$ cat config.mk
export PLATFORM = sky130hd
export DESIGN_NAME = impact_detector_with_holdoff_unit_flat
export DESIGN_NICKNAME = d
export VERILOG_FILES = /design/src/rtl/idh_pkg.sv /design/src/rtl/idh_if.sv /design/src/rtl/idh_cfg.sv /design/src/rtl/idh_sqrt.sv /design/src/rtl/impact_detector_with_holdoff_unit.sv /design/src/flat_wrapper.sv
export SDC_FILE = /design/constraint.sdc
export NUM_CORES = 1
export LEC_CHECK = 0
export BUFFER_PORTS_ARGS = -buffer_cell sky130_fd_sc_hd__buf_2
export CAP_MARGIN = 15
export CORE_MARGIN = 2
export CORE_UTILIZATION = 55
export DETAILED_ROUTE_END_ITERATION = 10
export GPL_TIMING_DRIVEN = 0
export HOLD_SLACK_MARGIN = 0.15
export PLACE_DENSITY = 0.77
export RECOVER_POWER = 100
export SLEW_MARGIN = 30
export SYNTH_ARGS = -nofsm -noshare
export SYNTH_HDL_FRONTEND = slang
export SYNTH_SLANG_ARGS = --single-unit
export TNS_END_PERCENT = 10
$ cat constraint.sdc
create_clock -name clk -period 8.8 [get_ports clk]
set_input_delay 1.76 -clock clk [delete_from_list [all_inputs] [get_ports clk]]
set_output_delay 1.76 -clock clk [all_outputs]
set_load 0.02 [all_outputs]
$ cat src/rtl/idh_pkg.sv
// Shared types and constants of the impact detector with holdoff.
package idh_pkg;

  localparam int ADDR_BITS  = 4;
  localparam int DATA_BITS  = 32;
  localparam int THR_BITS   = 11;
  localparam int HOLD_BITS  = 8;
  localparam int DELAY_BITS = 16;
  localparam int MAG_BITS   = 11;

  localparam logic [MAG_BITS-1:0]   MAG_MAX         = '1;
  localparam logic [THR_BITS-1:0]   THRESHOLD_RESET = 11'd20;
  localparam logic [HOLD_BITS-1:0]  HOLDOFF_RESET   = 8'd75;
  localparam logic [DELAY_BITS-1:0] DELAY_RESET     = 16'd15000;
  localparam logic [HOLD_BITS-1:0]  HOLDOFF_START   = 8'd2;

  localparam logic [1:0] REG_THRESHOLD = 2'd0;
  localparam logic [1:0] REG_HOLDOFF   = 2'd1;
  localparam logic [1:0] REG_DELAY     = 2'd2;

  typedef struct packed {
    logic [THR_BITS-1:0]   threshold;
    logic [HOLD_BITS-1:0]  holdoff_ticks;
    logic [DELAY_BITS-1:0] alert_wait_ticks;
  } cfg_t;

endpackage

$ cat src/rtl/idh_if.sv
// Handshake channels for tick words and result words.
interface idh_tick_if #(parameter int SAMPLE_BITS = 10) ();
  logic                   valid;
  logic                   ready;
  logic [SAMPLE_BITS-1:0] x_sample;
  logic [SAMPLE_BITS-1:0] y_sample;
  logic [SAMPLE_BITS-1:0] z_sample;
  logic                   cancel;

  modport source (output valid, output x_sample, output y_sample, output z_sample,
                  output cancel, input ready);
  modport sink (input valid, input x_sample, input y_sample, input z_sample,
                input cancel, output ready);
endinterface

interface idh_result_if ();
  logic                          valid;
  logic                          ready;
  logic                          impact;
  logic [idh_pkg::MAG_BITS-1:0]  magnitude;
  logic                          alarm_on;
  logic                          send_alert;

  modport source (output valid, output impact, output magnitude, output alarm_on,
                  output send_alert, input ready);
  modport sink (input valid, input impact, input magnitude, input alarm_on,
                input send_alert, output ready);
endinterface

$ cat src/rtl/idh_cfg.sv
// APB-style configuration registers of the impact detector.
module idh_cfg (
  input  logic                           clk,
  input  logic                           rst,
  input  logic                           psel,
  input  logic                           penable,
  input  logic                           pwrite,
  input  logic [idh_pkg::ADDR_BITS-1:0]  paddr,
  input  logic [idh_pkg::DATA_BITS-1:0]  pwdata,
  output logic [idh_pkg::DATA_BITS-1:0]  prdata,
  output logic                           pready,
  output idh_pkg::cfg_t                  cfg
);

  logic [1:0] index;
  logic       wr;

  assign index  = paddr[3:2];
  assign wr     = psel && penable && pwrite;
  assign pready = 1'b1;

  always_ff @(posedge clk) begin
    if (rst) begin
      cfg.threshold        <= idh_pkg::THRESHOLD_RESET;
      cfg.holdoff_ticks    <= idh_pkg::HOLDOFF_RESET;
      cfg.alert_wait_ticks <= idh_pkg::DELAY_RESET;
    end else if (wr) begin
      unique case (index)
        idh_pkg::REG_THRESHOLD: cfg.threshold <= pwdata[idh_pkg::THR_BITS-1:0];
        idh_pkg::REG_HOLDOFF:   cfg.holdoff_ticks <= pwdata[idh_pkg::HOLD_BITS-1:0];
        idh_pkg::REG_DELAY:     cfg.alert_wait_ticks <= pwdata[idh_pkg::DELAY_BITS-1:0];
        default: ;
      endcase
    end
  end

  always_comb begin
    unique case (index)
      idh_pkg::REG_THRESHOLD: prdata = idh_pkg::DATA_BITS'(cfg.threshold);
      idh_pkg::REG_HOLDOFF:   prdata = idh_pkg::DATA_BITS'(cfg.holdoff_ticks);
      idh_pkg::REG_DELAY:     prdata = idh_pkg::DATA_BITS'(cfg.alert_wait_ticks);
      default:                prdata = '0;
    endcase
  end

endmodule

$ cat src/rtl/idh_sqrt.sv
// Iterative floor square root, one result bit per cycle.
module idh_sqrt #(
  parameter int ROOT_BITS = 11
) (
  input  logic                   clk,
  input  logic                   rst,
  input  logic                   start,
  input  logic [2*ROOT_BITS-1:0] radicand,
  output logic                   done,
  output logic [ROOT_BITS-1:0]   root
);

  localparam int CNT_BITS = $clog2(ROOT_BITS + 1);

  logic [2*ROOT_BITS-1:0] rad;
  logic [ROOT_BITS-1:0]   rem;
  logic [CNT_BITS-1:0]    cnt;
  logic                   busy;
  logic [ROOT_BITS+1:0]   rem_shift;
  logic [ROOT_BITS+1:0]   trial;
  logic                   take;

  assign rem_shift = {rem, rad[2*ROOT_BITS-1 -: 2]};
  assign trial     = {root, 2'b01};
  assign take      = rem_shift >= trial;

  always_ff @(posedge clk) begin
    if (rst) begin
      busy <= 1'b0;
      done <= 1'b0;
      cnt  <= '0;
    end else begin
      done <= 1'b0;
      if (start) begin
        busy <= 1'b1;
        cnt  <= CNT_BITS'(ROOT_BITS);
      end else if (busy) begin
        cnt <= cnt - 1'b1;
        if (cnt == CNT_BITS'(1)) begin
          busy <= 1'b0;
          done <= 1'b1;
        end
      end
    end
  end

  always_ff @(posedge clk) begin
    if (start) begin
      rad  <= radicand;
      rem  <= '0;
      root <= '0;
    end else if (busy) begin
      rad  <= {rad[2*ROOT_BITS-3:0], 2'b00};
      rem  <= take ? ROOT_BITS'(rem_shift - trial) : ROOT_BITS'(rem_shift);
      root <= {root[ROOT_BITS-2:0], take};
    end
  end

endmodule

$ cat src/rtl/impact_detector_with_holdoff_unit.sv
// Top level of the impact detector with holdoff and delayed alert.
// One tick word in, one result word out. A tick inside the holdoff goes from
// accept straight to its result load; a tick that runs detection takes the accept
// step, three passes of the shared squarer, SAMPLE_BITS + 1 steps of the
// one-bit-per-cycle square root, then hand-over and load.
// Ready is low while a tick is being worked on; a finished result waits in the
// output register. Config must be written over the APB-style port only while
// the block is idle; the block itself does not enforce this.
module impact_detector_with_holdoff_unit #(
  parameter int SAMPLE_BITS = 10
) (
  input  logic                           clk,
  input  logic                           rst,
  idh_tick_if.sink                       tick,
  idh_result_if.source                   result,
  input  logic                           psel,
  input  logic                           penable,
  input  logic                           pwrite,
  input  logic [idh_pkg::ADDR_BITS-1:0]  paddr,
  input  logic [idh_pkg::DATA_BITS-1:0]  pwdata,
  output logic [idh_pkg::DATA_BITS-1:0]  prdata,
  output logic                           pready
);

  localparam int ROOT_BITS = SAMPLE_BITS + 1;
  localparam int SUM_BITS  = 2 * ROOT_BITS;
  localparam int CW = (ROOT_BITS > idh_pkg::MAG_BITS) ? ROOT_BITS : idh_pkg::MAG_BITS;

  typedef enum logic [3:0] {
    S_IDLE   = 4'b0001,
    S_SQUARE = 4'b0010,
    S_ROOT   = 4'b0100,
    S_FINISH = 4'b1000
  } state_t;

  state_t state;
  idh_pkg::cfg_t cfg;

  logic [SAMPLE_BITS-1:0]         prev_x, prev_y, prev_z;
  logic [SAMPLE_BITS-1:0]         dx, dy, dz, dsel;
  logic [idh_pkg::HOLD_BITS-1:0]  holdoff_count, holdoff_dec;
  logic                           armed;
  logic [idh_pkg::DELAY_BITS-1:0] elapsed;
  logic                           detect, cancel_q;
  logic [1:0]                     sq_idx;
  logic [SUM_BITS-1:0]            acc, acc_next;
  logic [2*SAMPLE_BITS-1:0]       product;
  logic                           root_start, root_done;
  logic [ROOT_BITS-1:0]           root, mag;
  logic                           accept, load, hit;
  logic [CW-1:0]                  mag_ext;
  logic                           armed_a, alert;
  logic [idh_pkg::DELAY_BITS-1:0] elapsed_a;

  idh_cfg u_cfg (
    .clk     (clk),
    .rst     (rst),
    .psel    (psel),
    .penable (penable),
    .pwrite  (pwrite),
    .paddr   (paddr),
    .pwdata  (pwdata),
    .prdata  (prdata),
    .pready  (pready),
    .cfg     (cfg)
  );

  idh_sqrt #(.ROOT_BITS(ROOT_BITS)) u_sqrt (
    .clk      (clk),
    .rst      (rst),
    .start    (root_start),
    .radicand (acc_next),
    .done     (root_done),
    .root     (root)
  );

  assign tick.ready = (state == S_IDLE);
  assign accept     = tick.valid && tick.ready;
  assign load       = (state == S_FINISH) && (!result.valid || result.ready);

  assign holdoff_dec = (holdoff_count == '0) ? '0 : holdoff_count - 1'b1;

  always_comb begin
    unique case (sq_idx)
      2'd0:    dsel = dx;
      2'd1:    dsel = dy;
      default: dsel = dz;
    endcase
  end

  assign product    = dsel * dsel;
  assign acc_next   = acc + SUM_BITS'(product);
  assign root_start = (state == S_SQUARE) && (sq_idx == 2'd2);

  assign mag_ext = CW'(mag);
  assign hit     = detect && (mag_ext >= CW'(cfg.threshold));

  always_comb begin
    armed_a   = armed;
    elapsed_a = elapsed;
    alert     = 1'b0;
    if (hit) begin
      armed_a   = 1'b1;
      elapsed_a = '0;
    end else if (armed && elapsed != '1) begin
      elapsed_a = elapsed + 1'b1;
    end
    if (armed_a && elapsed_a >= cfg.alert_wait_ticks) begin
      alert     = 1'b1;
      armed_a   = 1'b0;
      elapsed_a = '0;
    end
    if (cancel_q) begin
      armed_a   = 1'b0;
      elapsed_a = '0;
    end
  end

  always_ff @(posedge clk) begin
    if (rst) begin
      state         <= S_IDLE;
      prev_x        <= '0;
      prev_y        <= '0;
      prev_z        <= '0;
      holdoff_count <= idh_pkg::HOLDOFF_START;
      armed         <= 1'b0;
      elapsed       <= '0;
      result.valid  <= 1'b0;
      sq_idx        <= '0;
      detect        <= 1'b0;
    end else begin
      result.valid <= load || (result.valid && !result.ready);
      unique case (state)
        S_IDLE: begin
          if (accept) begin
            holdoff_count <= holdoff_dec;
            prev_x        <= tick.x_sample;
            prev_y        <= tick.y_sample;
            prev_z        <= tick.z_sample;
            detect        <= (holdoff_dec == '0);
            sq_idx        <= '0;
            state         <= (holdoff_dec == '0) ? S_SQUARE : S_FINISH;
          end
        end
        S_SQUARE: begin
          sq_idx <= sq_idx + 1'b1;
          if (root_start) state <= S_ROOT;
        end
        S_ROOT: begin
          if (root_done) state <= S_FINISH;
        end
        S_FINISH: begin
          if (load) begin
            armed        <= armed_a;
            elapsed      <= elapsed_a;
            if (hit) holdoff_count <= cfg.holdoff_ticks;
            state <= S_IDLE;
          end
        end
        default: state <= S_IDLE;
      endcase
    end
  end

  always_ff @(posedge clk) begin
    if (accept) begin
      dx       <= (tick.x_sample >= prev_x) ? tick.x_sample - prev_x : prev_x - tick.x_sample;
      dy       <= (tick.y_sample >= prev_y) ? tick.y_sample - prev_y : prev_y - tick.y_sample;
      dz       <= (tick.z_sample >= prev_z) ? tick.z_sample - prev_z : prev_z - tick.z_sample;
      cancel_q <= tick.cancel;
      acc      <= '0;
    end else if (state == S_SQUARE) begin
      acc <= acc_next;
    end
    if (state == S_ROOT && root_done) mag <= root;
    if (load) begin
      result.impact     <= hit;
      result.magnitude  <= !hit ? '0 :
                           (mag_ext > CW'(idh_pkg::MAG_MAX)) ? idh_pkg::MAG_MAX :
                           mag_ext[idh_pkg::MAG_BITS-1:0];
      result.alarm_on   <= armed_a;
      result.send_alert <= alert;
    end
  end

endmodule

$ cat src/flat_wrapper.sv
// flat-port wrapper written by rule: the top's interface ports become plain ports
module impact_detector_with_holdoff_unit_flat 
#(
  parameter int SAMPLE_BITS = 10
)
  (clk, rst, psel, penable, pwrite, paddr, pwdata, prdata, pready, tick_valid, tick_x_sample, tick_y_sample, tick_z_sample, tick_cancel, tick_ready, result_valid, result_impact, result_magnitude, result_alarm_on, result_send_alert, result_ready);
  idh_tick_if #(.SAMPLE_BITS(SAMPLE_BITS)) tick_i ();
  idh_result_if result_i ();
  input  logic clk;
  input  logic rst;
  input  logic psel;
  input  logic penable;
  input  logic pwrite;
  input  logic [idh_pkg::ADDR_BITS-1:0] paddr;
  input  logic [idh_pkg::DATA_BITS-1:0] pwdata;
  output logic [idh_pkg::DATA_BITS-1:0] prdata;
  output logic pready;
  input wire logic [$bits(tick_i.valid)-1:0] tick_valid;
  input wire logic [$bits(tick_i.x_sample)-1:0] tick_x_sample;
  input wire logic [$bits(tick_i.y_sample)-1:0] tick_y_sample;
  input wire logic [$bits(tick_i.z_sample)-1:0] tick_z_sample;
  input wire logic [$bits(tick_i.cancel)-1:0] tick_cancel;
  output wire logic [$bits(tick_i.ready)-1:0] tick_ready;
  output wire logic [$bits(result_i.valid)-1:0] result_valid;
  output wire logic [$bits(result_i.impact)-1:0] result_impact;
  output wire logic [$bits(result_i.magnitude)-1:0] result_magnitude;
  output wire logic [$bits(result_i.alarm_on)-1:0] result_alarm_on;
  output wire logic [$bits(result_i.send_alert)-1:0] result_send_alert;
  input wire logic [$bits(result_i.ready)-1:0] result_ready;
  assign tick_i.valid = tick_valid;
  assign tick_i.x_sample = tick_x_sample;
  assign tick_i.y_sample = tick_y_sample;
  assign tick_i.z_sample = tick_z_sample;
  assign tick_i.cancel = tick_cancel;
  assign tick_ready = tick_i.ready;
  assign result_valid = result_i.valid;
  assign result_impact = result_i.impact;
  assign result_magnitude = result_i.magnitude;
  assign result_alarm_on = result_i.alarm_on;
  assign result_send_alert = result_i.send_alert;
  assign result_i.ready = result_ready;
  impact_detector_with_holdoff_unit #(.SAMPLE_BITS(SAMPLE_BITS)) u_core (.clk(clk), .rst(rst), .tick(tick_i), .result(result_i), .psel(psel), .penable(penable), .pwrite(pwrite), .paddr(paddr), .pwdata(pwdata), .prdata(prdata), .pready(pready));
endmodule
==> out/results.ini, run 1 <==
[synthesis]
ys_top_cells_by_area = dfxtp_1, edfxtp_1, ha_1, fa_1, inv_1
synth.top_cell.area_share_pct = 17.8
synth-simple-area-share_pct = 15.7
yosysWarnings = 0
avgSynthCellArea_sq_um = 8.69
synth_compound_area_share_pct = 16.8
synth_commonest_cells = inv_1, nand2_1, ha_1, a21oi_1, dfxtp_1
netlist_instances = 1917
synth_cell_types = 85
synth_area_sq_um = 16700
synthMuxAreaShare_pct = 2.91
synth_top_family_by_area = adder cells
yosysTopAreaCell = dfxtp_1
synth_seq_cells = 226
synthAdderAreaFrac_pct = 20.8
synth_flop_cell = dfxtp_1
synth-edff-count = 78
synth_xor_area_share_pct = 3.05
synthArstFlopShare_pct = 0
seq_area_frac_synth_pct = 31.8
yosysMostFrequentCell = inv_1

[timing]
holdWs_ps = 462
timing.fmax_mhz = 130
hold_violations = 0
tns_ps = 0
finalCritPeriodShare_pct = 87.2
maxSlewHeadroom_pct = -52.0
period_minus_slack_ps = 7670
worstMarginPinSlew_ps = 2280
rsz0062_at_grt = false
slew_violations = 41
fin_skew_ps = 30.6
setup_violations = 0

[clock_tree]
htreeDepth = 1
cts_made_buffers = 25
clk_pin_slew_ps = 70
cts_sinks = 226
postCtsSetupBuffers = 0
cts_buffer_depth = 3
worstSkewPairLatency_ps = 560
cts_hold_buffers = 0
cts_tree = built
cts_root_buf = clkbuf_16
ctsResizeCount = 0

[finish]
nets = 2350
final_util_pct = 61.6
final_layout_size_suffix_gt1_share_pct = 5.82
final_cells = 2452
area_delta_synth_final_pct = 9.85
fillerInstances = 2516
diodes = 0

[critical_path]
worst_path_most_repeated_cell = inv_1
worst-path-buf-inv = 9
setup.worst_path.end_class = flip-flop
critPathMaxStageDelay_ps = 610
cp-start-kind = flip-flop
required_ps = 9100
cp_top_family = adder cells
crit_type = flip-flop to flip-flop
cp_slowest_cell = o41ai_1
worst-path-max-fanout = 10
arrival_ps = 7970

[power]
intPower_uw = 3680
switching_share_pct = 47.1
p_seq_share_pct = 17.8
power_density_nw_per_um2 = 381
max-vdd-ir-drop_uv = 745
combPwrFrac_pct = 65.9
power_switching_uw = 3280
p_leak_uw = 0.00811
clock_power_share_pct = 16.3

[grt]
overflow = 0
grt_pass1_wl_um = 64200
grt_pass1_vias = 13300
grt_max_degree = 41
grtUsageTotal_pct = 24.9
grt_antenna_before_repair = 0

[drt]
wl_met2_um = 18800
drtIter0Drc = 918
drt_first_pass_iters = 5
wl_met1_um = 17300
wirelength_um = 39000
wire_per_inst_um = 15.9
drc = 0
met3_length_um = 1930
via_per_inst = 5.55
ant_nets = 0
top_layer_used = met4
vias = 13600

[placed_design]
dpl.cell_count = 2406
dp_hpwl_um = 29900
place.gp.congestion = 0.918
portBuffers = 84

[floorplan]
die_width_um = 178
core-area_sq_um = 29700
die_area_sq_um = 31700
io_pins = 123
die_h_um = 178
row_count = 63
start_util_pct = 56.1

[status]
violations = capacitance limit, slew limit
status = finished, violations left

[min_path]
hold_path.class = flip-flop to flip-flop

[flow_run]
maxCapViolCount = 1

## per-stage QoR
step,total power [uW],setup WS (ps),area (sq um)
after floorplan,4940,2570,16700
after global placement,5830,1670,17600
after detailed placement,5950,1630,17600
after CTS,7130,1640,18500
after global routing,7730,640,18300
final,6970,1130,18300
## logic make-up (layout without fill, tap and decap cells)
group / after synthesis / count (layout)
compound gates: 433 / 433
xor+xnor: 58 / 58
fa+ha+maj: 233 / 233
buf+inv: 365 / 495
flops: 226 / 226
mux: 48 / 48
other cells: 2 / 17
simple gates: 552 / 552
## cell type report
| cell class | instances | area [sq um] | share of cell area, % |
|---|---|---|---|
| clock inverters | 19 | 246 | 1.35 |
| clock buffers | 27 | 643 | 3.51 |
| flip-flops and latches | 226 | 5310 | 29.0 |
| repair buffers | 84 | 375 | 2.05 |
| inverters | 270 | 1010 | 5.54 |
| plain buffers | 95 | 423 | 2.31 |
| multi-input cells | 1341 | 9800 | 53.6 |
| well taps | 390 | 488 | 2.67 |
## per-layer routing
layer	vias to the layer above	global-route usage, %
met1	6476	32.9
met3	78	2.86
met4	0	7.34
li1	6706	-
met5	-	0
met2	351	42.8
## sequential cells by signal, indices dropped and copies added (netlist names), 11 cells and up
register                 flops
u_core.acc                  22
u_core.elapsed              16
u_core.mag                  11
u_core.result.magnitude     11
u_core.u_cfg.cfg            35
u_core.u_sqrt.rad           22
u_core.u_sqrt.rem           11
u_core.u_sqrt.root          11
## power groups by stage
stage / sequential, uW / clock [uW] / combinational, uW
global placement: 1260 / 0 / 4580
CTS: 1240 / 1150 / 4740
floorplan: 1240 / 0 / 3690
detailed placement: 1260 / 0 / 4690
finish: 1240 / 1130 / 4590
global route: 1250 / 1200 / 5280
## path summary, 6_finish.rpt
check,startpoint,endpoint,slack (ps),cells after the start
setup / recovery,u_core.sq_idx[1],u_core.u_sqrt.rad[21],1130,26
hold / removal,u_core.prev_y[9],u_core.prev_y[9],460,2
setup reg to reg,u_core.sq_idx[1],u_core.u_sqrt.rad[21],1130,26
hold reg to reg,u_core.prev_y[9],u_core.prev_y[9],460,2
## cells in the final DEF, fill, tap and decap left out, drive strengths merged, types with 20 or more instances in the layout
cell type  Yosys  final
buf           37     69
fa            73     73
nand3         47     47
dfxtp        148    148
a21o          29     29
xnor2         33     33
nor2b         21     21
ha           160    160
a21oi        150    150
edfxtp        78     78
xor2          25     25
mux2i         45     45
o21a          20     20
clkbuf        58    137
a22o          24     24
and2          20     20
o21ai        107    107
nor2         108    108
nor3          26     26
inv          269    271
nand2b        23     23
nand2        238    238
## worst reg2reg max path, delay by kind of cell, from the launching register on
family | cells | cell delay [ps]
fa+ha+maj | 7 | 3110
compound gates | 7 | 2220
buf+inv | 9 | 1080
simple gates | 3 | 670
flops | 1 | 350
Note: power is estimated with default switching activity, not from simulation.
==> run 2: changes to the inputs <==
--- a/config.mk
+++ b/config.mk
@@ -8,11 +8,11 @@
 export BUFFER_PORTS_ARGS = -buffer_cell sky130_fd_sc_hd__buf_2
 export CAP_MARGIN = 15
 export CORE_MARGIN = 2
-export CORE_UTILIZATION = 55
+export CORE_UTILIZATION = 45
 export DETAILED_ROUTE_END_ITERATION = 10
 export GPL_TIMING_DRIVEN = 0
 export HOLD_SLACK_MARGIN = 0.15
-export PLACE_DENSITY = 0.77
+export PLACE_DENSITY = 0.65
 export RECOVER_POWER = 100
 export SLEW_MARGIN = 30
 export SYNTH_ARGS = -nofsm -noshare
==> out/results.ini, run 2 (synthesized netlist as in run 1, its figures left out) <==
[finish]
nets = 2352  ; +0.085%
area_delta_synth_final_pct = 10.8
final_util_pct = 50.5  ; -11 points
final_cell_mix = inv_1, nand2_1, ha_1, a21oi_1, dfxtp_1
max_flop_register = u_core.u_cfg.cfg
reg.largest.list = u_core.u_cfg.cfg: 35 flops, u_core.acc: 22 flops, u_core.u_sqrt.rad: 22 flops
stdcell_area_sq_um = 18500  ; +0.87%
final_layout_size_suffix_gt1_share_pct = 6.00  ; +0.18 points
largest_reg_flops = 35  ; unchanged
diodes = 0  ; unchanged
final_common_cell = inv_1

[status]
status = finished, violations left
violations = capacitance limit, slew limit

[floorplan]
start_util_pct = 45.6  ; -10 points
die_width_um = 196  ; +10%
die_area_sq_um = 38600  ; +22%
row_count = 70  ; +11%
core-area_sq_um = 36500  ; +23%
die_h_um = 196  ; +10%
io_pins = 123  ; unchanged

[power]
clock_power_share_pct = 16.8  ; +0.5 points
combPwrFrac_pct = 65.5  ; -0.4 points
switching_share_pct = 47.0  ; -0.19 points
power_density_nw_per_um2 = 379  ; -0.46%
max-vdd-ir-drop_uv = 717  ; -3.8%
total_power_uw = 6990  ; +0.41%
p_leak_uw = 0.00813  ; +0.27%
intPower_uw = 3710  ; +0.77%
p_seq_share_pct = 17.7  ; about the same
power_switching_uw = 3280  ; about the same

[grt]
overflow = 0  ; unchanged
grt_max_degree = 41  ; unchanged
grtUsageTotal_pct = 20.8  ; -4.0 points
grt_pass1_wl_um = 66100  ; +3.0%
grt_antenna_before_repair = 0  ; unchanged
grt_pass1_vias = 13300  ; -0.11%

[clock_tree]
clk_pin_slew_ps = 60  ; about the same
postCtsSetupBuffers = 0  ; unchanged
htreeDepth = 1  ; unchanged
cts_hold_buffers = 0  ; unchanged
cts_root_buf = clkbuf_16
cts_tree = built
cts_buffer_depth = 3  ; unchanged
ctsResizeCount = 0  ; unchanged
cts_made_buffers = 27  ; +8.0%
cts_sinks = 226  ; unchanged
worstSkewPairLatency_ps = 560  ; about the same

[critical_path]
worst-path-max-fanout = 10  ; unchanged
cp_slowest_cell = a21oi_1
arrival_ps = 7850  ; -120 ps
worst_path_most_repeated_cell = inv_1
cp_top_family = adder cells
required_ps = 9090  ; about the same
setup.worst_path.end_class = flip-flop
critPathMaxStageDelay_ps = 570  ; -40 ps
crit_type = flip-flop to flip-flop
cp-start-kind = flip-flop
worst-path-buf-inv = 9  ; unchanged

[min_path]
hold_path.class = flip-flop to flip-flop

[timing]
fin_skew_ps = 14.0  ; -16.5 ps
maxSlewHeadroom_pct = -51.2  ; +0.85 points
setup_violations = 0  ; unchanged
tns_ps = 0  ; unchanged
period_minus_slack_ps = 7560  ; -116 ps
hold_violations = 0  ; unchanged
slew_violations = 41  ; unchanged
rsz0062_at_grt = false
timing.fmax_mhz = 132  ; +1.5%
finalCritPeriodShare_pct = 85.9  ; -1.3 points
worstMarginPinSlew_ps = 2270  ; -12.7 ps

[placed_design]
place.gp.congestion = 0.878  ; -4.4%
dpl_cell_area_sq_um = 17700  ; +0.55%
portBuffers = 84  ; unchanged
dp_hpwl_um = 30500  ; +1.9%

[drt]
wire_per_inst_um = 15.6  ; -1.7%
drt_first_pass_iters = 5  ; unchanged
drc = 0  ; unchanged
drtIter0Drc = 813  ; -11%
vias = 13300  ; -2.0%
ant_nets = 0  ; unchanged
wirelength_um = 39600  ; +1.6%
via_per_inst = 5.26  ; -5.2%

[flow_run]
maxCapViolCount = 1  ; unchanged

-- run 2: changes by cell type in the layout (fill, tap and decap cells not counted), moves of 2 or more --
| cell | delta |
|---|---|
| clkbuf_16 | +2 |
| clkbuf_8 | +5 |
| o21ai_1 | -2 |
| clkbuf_1 | +5 |
| o21ai_0 | +2 |
| clkinv_2 | -5 |
| bufinv_16 | -2 |
| clkinv_1 | -2 |
-- run 2: cell type report --
cell class	count	area, sq um
Tap cell	468	586
Clock buffer	39	781
Sequential cell	226	5310
Multi-Input combinational cell	1341	9810
Buffer	95	423
Timing Repair Buffer	84	377
Fill cell	3497	18100
Clock inverter	11	159
Inverter	270	1010
-- run 2: final timing paths --
path / slack, ps / start / depth (start not counted) / to
worst max-delay path: 1240 / u_core.sq_idx[1] / 26 / u_core.u_sqrt.rad[21]
worst min-delay path: 460 / u_core.prev_y[9] / 2 / u_core.prev_y[9]
worst max register to register: 1240 / u_core.sq_idx[1] / 26 / u_core.u_sqrt.rad[21]
worst min register to register: 460 / u_core.prev_y[9] / 2 / u_core.prev_y[9]
-- run 2: per-layer routing --
layer  up-vias  global-route usage (%)  routed length [um]
met5         -                       0                   0
met3        53                    2.09                1430
met1      6361                    28.6               18900
met2       210                    35.6               18400
met4         0                    4.88                 816
li1       6711                       -                   -
-- run 2: power by group through the flow --
| stage | clock [uW] | sequential, uW | combinational, uW |
|---|---|---|---|
| after CTS | 1200 | 1240 | 4750 |
| after detailed placement | 0 | 1260 | 4720 |
| after global placement | 0 | 1260 | 4640 |
| after floorplan | 0 | 1240 | 3690 |
| final | 1170 | 1240 | 4580 |
| after global routing | 1240 | 1250 | 5390 |
-- run 2: worst reg2reg max path, delay by kind of cell, from the launching register on --
| kind | cells | cell delay, ps |
|---|---|---|
| AND/OR/NAND/NOR | 3 | 490 |
| flip-flops | 1 | 350 |
| adder cells (fa/ha/maj) | 7 | 3120 |
| buffers and inverters | 9 | 1100 |
| AO/OA/AOI/OAI | 7 | 2260 |
-- run 2: stage by stage --
step	hold WS (ps)	worst slack [ps]	std cells
3_5_place_dp	448	1540	2484
4_1_cts	457	1510	2534
6_report	457	1240	2534
3_3_place_gp	445	1600	2484
2_1_floorplan	429	2570	1932
5_1_grt	485	592	2534
==> run 3: changes to the inputs <==
--- a/config.mk
+++ b/config.mk
@@ -7,6 +7,7 @@
 export LEC_CHECK = 0
 export BUFFER_PORTS_ARGS = -buffer_cell sky130_fd_sc_hd__buf_2
 export CAP_MARGIN = 15
+export CORE_ASPECT_RATIO = 1.75
 export CORE_MARGIN = 2
 export CORE_UTILIZATION = 45
 export DETAILED_ROUTE_END_ITERATION = 10
==> out/results.ini, run 3 (synthesized netlist as in run 1, its figures left out) <==
[timing]
fin_skew_ps = 12.8  ; -1.20 ps
holdWs_ps = 458  ; +1.17 ps
timing.fmax_mhz = 131  ; -1.3%
hold_violations = 0  ; unchanged
slew_violations = 41  ; unchanged
worstMarginPinSlew_ps = 2100  ; -163 ps
maxSlewHeadroom_pct = -40.3  ; +11 points
setup_violations = 0  ; unchanged
tns_ps = 0  ; unchanged
finalCritPeriodShare_pct = 87.0  ; +1.1 points
period_minus_slack_ps = 7650  ; +98.3 ps
rsz0062_at_grt = false

[power]
total_power_uw = 7090  ; +1.4%
power_density_nw_per_um2 = 388  ; +2.5%
max-vdd-ir-drop_uv = 398  ; -45%
p_leak_uw = 0.00804  ; -1.2%

[critical_path]
worst_path_most_repeated_cell = inv_1
r2r_setup_slack_ps = 1150  ; -100 ps
required_ps = 9140  ; +50 ps
setup.worst_path.end_class = flip-flop
cp-start-kind = flip-flop
worst-path-buf-inv = 9  ; unchanged
timing.rr.start = u_core.sq_idx[0]
critical_path.startpoint = u_core.sq_idx[0]
crit_path_end = u_core.u_sqrt.rad[21]
crit_type = flip-flop to flip-flop
worst_r2r_path_depth = 26  ; unchanged
critPathMaxStageDelay_ps = 590  ; +20 ps
worst-path-max-fanout = 10  ; unchanged
arrival_ps = 7990  ; +140 ps
r2r-end = u_core.u_sqrt.rad[21]
cp.depth = 26  ; unchanged
cp_top_family = adder cells
cp_slowest_cell = o41ai_1

[grt]
grt_antenna_before_repair = 0  ; unchanged
grt_max_degree = 41  ; unchanged
overflow = 0  ; unchanged
grt_pass1_vias = 13600  ; +2.5%
gr-max-usage-layer = met2
grt_pass1_wl_um = 67800  ; +2.5%
globalRouteMet2Util_pct = 41.8  ; +6.2 points
grtUsageTotal_pct = 21.8  ; +0.98 points
use_met3_pct = 1.87  ; -0.22 points
grt_use_met1_pct = 24.0  ; -4.5 points

[clock_tree]
htreeDepth = 1  ; unchanged
cts_hold_buffers = 0  ; unchanged
worstSkewPairLatency_ps = 540  ; -20 ps
cts_root_buf = clkbuf_16
cts_made_buffers = 22  ; -19%
cts_tree = built
cts_sinks = 226  ; unchanged
cts_buffer_depth = 3  ; unchanged
clk_pin_slew_ps = 70  ; about the same
postCtsSetupBuffers = 0  ; unchanged
ctsResizeCount = 0  ; unchanged

[status]
violations = capacitance limit, slew limit
status = finished, violations left

[floorplan]
die_width_um = 149  ; -24%
start_util_pct = 45.4  ; -0.16 points
die_h_um = 259  ; +32%
io_pins = 123  ; unchanged
die_area_sq_um = 38600  ; +0.16%
core-area_sq_um = 36700  ; +0.36%
row_count = 93  ; +33%

[placed_design]
dpl.cell_count = 2491  ; +0.28%
dp_hpwl_um = 33200  ; +8.8%
place.gp.congestion = 0.898  ; +2.3%
portBuffers = 84  ; unchanged
dpl_cell_area_sq_um = 17700  ; about the same

[drt]
via_per_inst = 5.36  ; +1.8%
ant_nets = 0  ; unchanged
wirelength_um = 41700  ; +5.5%
drt_first_pass_iters = 5  ; unchanged
drc = 0  ; unchanged
vias = 13600  ; +1.7%
wire_per_inst_um = 16.5  ; +5.6%
drtIter0Drc = 752  ; -7.5%

[finish]
fillerInstances = 3549  ; +1.5%
final_common_cell = inv_1
stdcell_area_sq_um = 18300  ; -1.1%
final_cells = 2531  ; -0.12%
regArea_sq_um = 5310  ; unchanged
final_layout_size_suffix_gt1_share_pct = 5.69  ; -0.31 points
diodes = 0  ; unchanged
reg.largest.list = u_core.u_cfg.cfg: 35 flops, u_core.acc: 22 flops, u_core.u_sqrt.rad: 22 flops
max_flop_register = u_core.u_cfg.cfg
nets = 2347  ; -0.21%
final_cell_mix = inv_1, nand2_1, ha_1, a21oi_1, dfxtp_1
multi_input_area_sq_um = 9810  ; about the same
area_delta_synth_final_pct = 9.60
largest_reg_flops = 35  ; unchanged

[flow_run]
maxCapViolCount = 1  ; unchanged

[min_path]
hold_path.class = flip-flop to flip-flop

==> run 3: per-layer routing <==
metal	part of all wire, %	vias up
met2	54	278
met5	0	-
met3	3.0	102
li1	-	6696
met4	4.4	0
met1	39	6483
==> run 3: power by group <==
group	leakage [uW]	total, uW	switching, uW	internal, uW
Sequential	0.00193	1250	65.9	1180
Clock	0.000354	987	435	552
Combinational	0.00575	4860	3050	1800
Total	0.00804	7090	3550	3540
==> run 3: layout make-up <==
cell class,instances,area share [%]
Multi-Input combinational cell,1341,53.7
Clock inverter,16,0.959
Inverter,270,5.55
Sequential cell,226,29.1
Clock buffer,24,3.06
Buffer,95,2.32
Timing Repair Buffer,84,2.08
Tap cell,475,3.26
==> run 3: how the worst min path moves through the flow <==
stage	startpoint	to	slack, ps	cells past startpoint
2_1_floorplan	u_core.u_sqrt.root[10]	u_core.mag[10]	430	0
3_3_place_gp	u_core.prev_y[9]	u_core.prev_y[9]	450	2
3_5_place_dp	u_core.prev_z[9]	u_core.prev_z[9]	450	2
4_1_cts	u_core.prev_z[9]	u_core.prev_z[9]	460	2
5_1_grt	u_core.prev_z[9]	u_core.prev_z[9]	470	2
6_report	u_core.prev_y[9]	u_core.prev_y[9]	460	2
==> run 3: worst reg2reg max path, delay by kind of cell, from the launching register on <==
family / cells / cell delay [ps]
flops: 1 / 360
simple gates: 2 / 310
fa+ha+maj: 7 / 3140
buf+inv: 9 / 1090
compound gates: 8 / 2570
==> run 3: stage by stage <==
stage          setup WS [ps]  util [%]
3_5_place_dp            1500      48.4
5_1_grt                  667      49.8
4_1_cts                 1500      50.4
2_1_floorplan           2570         -
3_3_place_gp            1560      48.4
6_report                1150      49.8
